[src/hdl/bpm_pkg.sv]
// ----------------------------------------------------------------------------
// bpm_pkg: shared types and helpers for the bounded precedes monitor
// Q16.16 robustness type with infinity codes, min/max helpers, register
// indexes and the sequencer-to-datapath control bundle.
// ----------------------------------------------------------------------------
package bpm_pkg;

  // Signed Q16.16 robustness value
  typedef logic signed [31:0] q_t;

  // Extreme codes stand for the infinities
  localparam q_t Q_POS_INF = 32'sh7FFF_FFFF;
  localparam q_t Q_NEG_INF = 32'sh8000_0000;

  // Configuration register indexes (word address bit 2)
  localparam logic REG_BOUND_BEGIN = 1'b0;
  localparam logic REG_BOUND_END   = 1'b1;

  // Datapath strobes issued by the sequencer
  typedef struct packed {
    logic load;      // shift new samples in, seed work copy and lanes
    logic min_step;  // one window step on every lane
    logic max_step;  // fold one lane into the running maximum
    logic out_load;  // move the finished result to the output register
  } ctrl_t;

  function automatic q_t q_min(input q_t a, input q_t b);
    return (a <= b) ? a : b;
  endfunction

  function automatic q_t q_max(input q_t a, input q_t b);
    return (a >= b) ? a : b;
  endfunction

endpackage

[src/hdl/bpm_ctrl.sv]
// ----------------------------------------------------------------------------
// bpm_ctrl: sequencer of the bounded precedes monitor
// Steps the lanes through the window minimum, then folds them into the maximum
// one per cycle, then loads the output register; an empty window skips both.
// ----------------------------------------------------------------------------
module bpm_ctrl #(
  parameter int CntW = 4
) (
  input  logic              clk,
  input  logic              rst,
  input  logic              in_fire,
  input  logic [CntW-1:0]   bnd_begin,
  input  logic [CntW-1:0]   bnd_end,
  input  logic              out_free,
  output logic              idle,
  output bpm_pkg::ctrl_t    ctrl
);

  localparam logic [1:0] ST_IDLE = 2'd0;
  localparam logic [1:0] ST_MIN  = 2'd1;
  localparam logic [1:0] ST_MAX  = 2'd2;
  localparam logic [1:0] ST_HOLD = 2'd3;

  logic [1:0]      state;
  logic [1:0]      state_next;
  logic [CntW-1:0] cnt;
  logic [CntW-1:0] cnt_next;
  logic [CntW-1:0] lag_last;
  logic            empty_win;

  assign empty_win = bnd_begin > bnd_end;
  assign lag_last  = CntW'(bnd_end - bnd_begin);
  assign idle      = (state == ST_IDLE);

  // Next state and step counter
  always_comb begin
    state_next    = state;
    cnt_next      = cnt;
    ctrl.load     = 1'b0;
    ctrl.min_step = 1'b0;
    ctrl.max_step = 1'b0;
    ctrl.out_load = 1'b0;
    unique case (state)
      ST_IDLE: begin
        if (in_fire) begin
          ctrl.load  = 1'b1;
          cnt_next   = '0;
          state_next = empty_win ? ST_HOLD : ST_MIN;
        end
      end
      ST_MIN: begin
        ctrl.min_step = 1'b1;
        cnt_next      = cnt + 1'b1;
        if (cnt == bnd_end) begin
          cnt_next   = '0;
          state_next = ST_MAX;
        end
      end
      ST_MAX: begin
        ctrl.max_step = 1'b1;
        cnt_next      = cnt + 1'b1;
        if (cnt == lag_last) begin
          state_next = ST_HOLD;
        end
      end
      ST_HOLD: begin
        if (out_free) begin
          ctrl.out_load = 1'b1;
          state_next    = ST_IDLE;
        end
      end
      default: begin
        state_next = ST_IDLE;
      end
    endcase
  end

  always_ff @(posedge clk) begin
    if (rst) begin
      state <= ST_IDLE;
      cnt   <= '0;
    end else begin
      state <= state_next;
      cnt   <= cnt_next;
    end
  end

endmodule

[config.mk]
export PLATFORM = sky130hd
export DESIGN_NAME = bpm_ctrl
export DESIGN_NICKNAME = d
export VERILOG_FILES = /design/src/hdl/bpm_pkg.sv /design/src/hdl/bpm_ctrl.sv
export SDC_FILE = /design/constraint.sdc
export NUM_CORES = 1
export LEC_CHECK = 0
export BUFFER_PORTS_ARGS = -buffer_cell sky130_fd_sc_hd__buf_4
export CORE_AREA = 2 2 39 41
export DETAILED_ROUTE_END_ITERATION = 7
export DIE_AREA = 0 0 41 43
export PLACE_DENSITY = 0.72
export SYNTH_ARGS = -nofsm -noshare
export SYNTH_HDL_FRONTEND = slang
export SYNTH_SLANG_ARGS = --single-unit
[constraint.sdc]
create_clock -name clk -period 4.98 [get_ports clk]
set_clock_uncertainty 0.05 [all_clocks]
set_input_delay 0.747 -clock clk [delete_from_list [all_inputs] [get_ports clk]]
set_output_delay 0.747 -clock clk [all_outputs]
set_load 0.02 [all_outputs]
== Word level (Yosys, flattened, before mapping) ==
Cells that the tools add are included.

* Bits in registers: 6
* Output and inout bits: 5
* Logic and storage cells: 33

* Add/sub/neg operators: 2
* Order comparisons: 1
* Eq/ne operators: 9
* Multiplexer cells: 15
* Reductions and logical operators: 4

{| class="wikitable"
|+ Operator list
! operator !! count
|-
| 4-bit one-hot mux with 3 select lines || 1
|-
| 2-bit 2-to-1 mux || 5
|-
| 4-bit equality test || 2
|-
| 4-bit 2-to-1 mux || 2
|-
| 2-bit != test (second input constant) || 4
|-
| 2-bit one-hot mux with 4 select lines || 1
|-
| 1-bit 2-to-1 mux || 6
|-
| 4-bit by 1-bit adder with 4-bit output (second input constant) || 1
|-
| 2-bit equality test (second input constant) || 2
|-
| 4-bit greater-than comparator || 1
|-
| 4-bit AND reduction || 1
|-
| 4-bit subtractor || 1
|-
| 3-bit nonzero test || 1
|-
| 2-bit by 1-bit equality test with 1-bit output (second input constant) || 1
|-
| 2-bit zero test || 1
|-
| 2-bit AND reduction || 1
|}

== Logic depth before layout (Yosys ltp) ==
* Depth after elaboration: 4
* Gate-level depth with buffers: 8
* Depth with buffers taken out: 8

== Worst setup path before layout ==
No wires, ideal clock.

* Path type: input port to flip-flop
* Start: input bnd_end[0]
* End: register state[0]
* Library setup time: 0.086 ns
* Arrival time: 2.384 ns
* Slack: 2.459 ns
* Stages: 8
* Buffers on the path: 0
* Cells stage by stage: inv_1 > ha_1 > fa_1 > xor2_1 > nand2_1 > o41ai_4 > nand2_1 > a221oi_2

* Longest elaborated chain between the ends: 4

{| class="wikitable"
|+ RTL lines
! item !! line !! RTL
|-
| start: declaration || bpm_ctrl.sv:13 || <nowiki>input logic [CntW-1:0] bnd_end,</nowiki>
|-
| 4-bit subtractor || bpm_ctrl.sv:32 || <nowiki>assign lag_last = CntW'(bnd_end - bnd_begin);</nowiki>
|-
| 4-bit equality test || bpm_ctrl.sv:62 || <nowiki>if (cnt == lag_last) begin</nowiki>
|-
| 2-bit != test (no source line) || n/a ||
|-
| 4-bit AND reduction (no source line) * || n/a ||
|-
| end signal: assignment || bpm_ctrl.sv:83 || <nowiki>state <= state_next;</nowiki>
|-
| end: declaration || bpm_ctrl.sv:24 || <nowiki>logic [1:0] state;</nowiki>
|}

Mark *: on every way between the ends. The rest lies on a longest branch, timed or not.
A chain may end at the register's enable or synchronous reset.

== Worst setup path after layout ==
* Start: input bnd_begin[0]
* End: register state[0]

* Longest elaborated chain between the ends: 4

{| class="wikitable"
|+ RTL lines
! item !! line !! RTL
|-
| start: declaration || bpm_ctrl.sv:12 || <nowiki>input logic [CntW-1:0] bnd_begin,</nowiki>
|-
| 4-bit subtractor || bpm_ctrl.sv:32 ||
|-
| 4-bit equality test || bpm_ctrl.sv:62 ||
|-
| 2-bit != test (no source line) || n/a ||
|-
| 4-bit AND reduction (no source line) || n/a ||
|}

No other way between the ends.

==> summary.txt <==
Area delta synth->final: 25.3%
Ys Warns: 0
Drt wl/cell: 11.4 µm
Worst path most repeated cell: nand2_1
WHS Endpoint: cnt[3]
Initial antenna violation count: 0
Synth top area share: 19.1%
Crit path buffers/inverters: 1
Critical Path Sink Type: flop
I/O pins: 17
Fill cells: 137
Critical Path AT: 2590 ps
Initial Util: 45.4%
Setup slack, reg-to-reg: 3180 ps
Final GP Congestion: 0.781
Fmax: 402 MHz
Pre-Repair DR Iteration Count: 3
CTS Sinks: 6
GRT Total Usage: 17.0%
NetSw: 0.127 mW
Top delay family on crit path: adder cells
Outcome: complete, no violations
Die width: 41 µm
Clk pwr share: 15.5%
Global-route wire length before repair: 2060 µm
Reg clk slew, reported paths: 50 ps
Via count: 565
Number of global-route vias before repair: 523
Internal power: 0.160 mW
Die Ht: 43 µm
Slowest cell on crit path: fa_1
Post-synth EDFFs: 0
Cell count after synthesis: 76
Final wirelength: 1250 µm
Clock buffers created by TritonCTS: 3
DRC Markers: 0
Cell Area, Synth: 628 µm²
Max-cap violation count: 0
Area contributors post-synth: dfxtp_1 19%, ha_1 18%, xor2_1 11%, inv_1 6.0%, a21oi_1 5.6%
Avg Inst Size Synth: 8.26 µm²
Fraction of registers with async set/reset: 0%
Port Buffers: 16
Post-CTS setup buffer count: 0
Post-DP HPWL: 1050 µm
Top-count cell post-synth: inv_1
Crit Path Max Fanout: 3
Largest net degree at the start of global routing: 9
Post-synth net total: 98
Top FF cell, synth: dfxtp_1
Min Hold Slack: 491 ps
Nets: 118
Register area share after synthesis: 19.1%
Yosys reg bits: 6
Kind of critical path: in2reg
Clock H-tree levels: 1
CTS Buffer Depth: 2
Skew-Pair Late Insertion Delay: 240 ps
Tmin final: 2490 ps
R2R Path End: state[0]
Hold/Removal Path Class: reg2reg
Cell Pwr Density: 364 mW/mm²
Post-CTS sizing: 0
Hold depth: 2
Hold Buf Count CTS: 0
Antenna viol nets, final: 0
Cell type with the largest total area after synthesis: dfxtp_1
Total gr overflow: 0
Row Count: 14
Root Buffer: clkbuf_4
Reg2Reg Depth: 5
Die area: 0.00176 mm²
Tightest Pin Transition: 606 ps
Slew Viols, Final: 0
DR vias/cell: 5.14
Setup violators final: 0
RSZ-0062 raised after global routing: false
Comb pwr share: 60.8%
Sw frac: 44.3%
Core box area: 0.00138 mm²
Relative slew slack: 59.2%
CP cell instances: buf_4, ha_1, fa_1, xor2_1, nand2_1, o41ai_4, nand2_1, a221oi_2
Startpoint types: input port
Share of cells above drive strength 1: 23.4%
CTS tree: yes
Max incr delay on CP: 500 ps
Final TNS setup: 0 ps
Leakage power: 0.395 nW
Power Total: 0.287 mW
Worst r2r src: cnt[1]
VDD IR-drop max: 0.243 mV
DRT iter0 DRCs: 3
Part of the power in registers: 23.7%
Tcrit/Tclk final: 49.9%
Post-synth cell types: 27
Origin of the worst min-delay path: cnt[3]
Endpoints failing hold: 0
CP required: 5080 ps
Post-synth top cells: 10 x inv_1, 9 x ha_1, 8 x nand2_1, 8 x xor2_1, 7 x a21oi_1
N_diodes: 0
-- cell usage in the layout, fill, tap and decap left out, drive strengths merged --
cell    instances
a21o            1
nor2b           1
fa              1
nand3b          1
xnor2           1
clkbuf          3
a221oi          1
nand3           3
buf            16
mux2i           1
a21oi           7
and2            2
a31oi           1
nand2           8
nand2b          3
a311oi          1
dfxtp           6
a21boi          1
ha              9
nor3            1
inv            10
nor2            2
nor3b           1
o41ai           2
and3            2
xor2            8
o21ai           1
-- routing by layer --
layer	routed length (µm)	up-vias	share of wire (%)	GRT usage [%]
met3	81	0	6.5	8.38
met2	633	14	51	27.8
met5	0	-	0	0
met4	0	0	0	2.67
met1	534	256	43	19.4
li1	-	295	-	-
-- state kept, by name, indices dropped and copies added, names as in the netlist --
name	flops
cnt	4
state	2
-- worst max path at each step --
stage | end | slack, ps | cells past startpoint | startpoint
finish | state[0] | 2490 | 8 | bnd_begin[0]
global route | state[0] | 2370 | 9 | bnd_end[0]
CTS | state[0] | 2480 | 8 | bnd_begin[0]
detailed placement | state[0] | 2240 | 8 | bnd_begin[0]
global placement | state[0] | 2280 | 8 | bnd_begin[0]
floorplan | state[0] | 2460 | 8 | bnd_end[0]
-- power groups by stage --
stage / sequential [mW] / clock, mW / combinational [mW]
after global placement: 0.0684 / 0 / 0.171
after detailed placement: 0.0688 / 0 / 0.174
after global routing: 0.0694 / 0.0483 / 0.193
after floorplan: 0.0662 / 0 / 0.128
final: 0.0680 / 0.0444 / 0.174
after CTS: 0.0679 / 0.0461 / 0.175
-- tightest hold or removal path, delay by kind of cell, from the launching register on --
| family | cells | cell delay [ps] |
|---|---|---|
| AO/OA/AOI/OAI | 1 | 60 |
| flip-flops | 1 | 350 |
| AND/OR/NAND/NOR | 1 | 70 |
-- through the flow --
step / util (%) / std cells / setup slack, ps / area, µm²
5_1_grt: 56.9 / 110 / 2370 / 787
6_report: 56.9 / 110 / 2490 / 787
3_5_place_dp: 55.2 / 107 / 2240 / 764
2_1_floorplan: - / 76 / 2460 / 628
3_3_place_gp: 55.2 / 107 / 2280 / 764
4_1_cts: 56.9 / 110 / 2480 / 787
-- final cells by class --
class,instances,area [µm²],area share (%)
multi-input combinational,59,467,59.3
sequential,6,120,15.3
timing repair buffer,16,120,15.3
inverter,10,37.5,4.77
clock buffer,3,22.5,2.86
tap,16,20.0,2.54
-- cells by family (layout without fill, tap and decap cells) --
| kind of cell | count (synthesis) | count (layout) | synth area share [%] |
|---|---|---|---|
| buf+inv | 11 | 29 | 6.57 |
| compound gates | 15 | 15 | 19.5 |
| xor+xnor | 9 | 9 | 12.6 |
| fa+ha+maj | 10 | 10 | 21.1 |
| flops | 6 | 6 | 19.1 |
| simple gates | 24 | 24 | 19.5 |
| mux | 1 | 1 | 1.59 |
(Power assumes the default switching activity.)
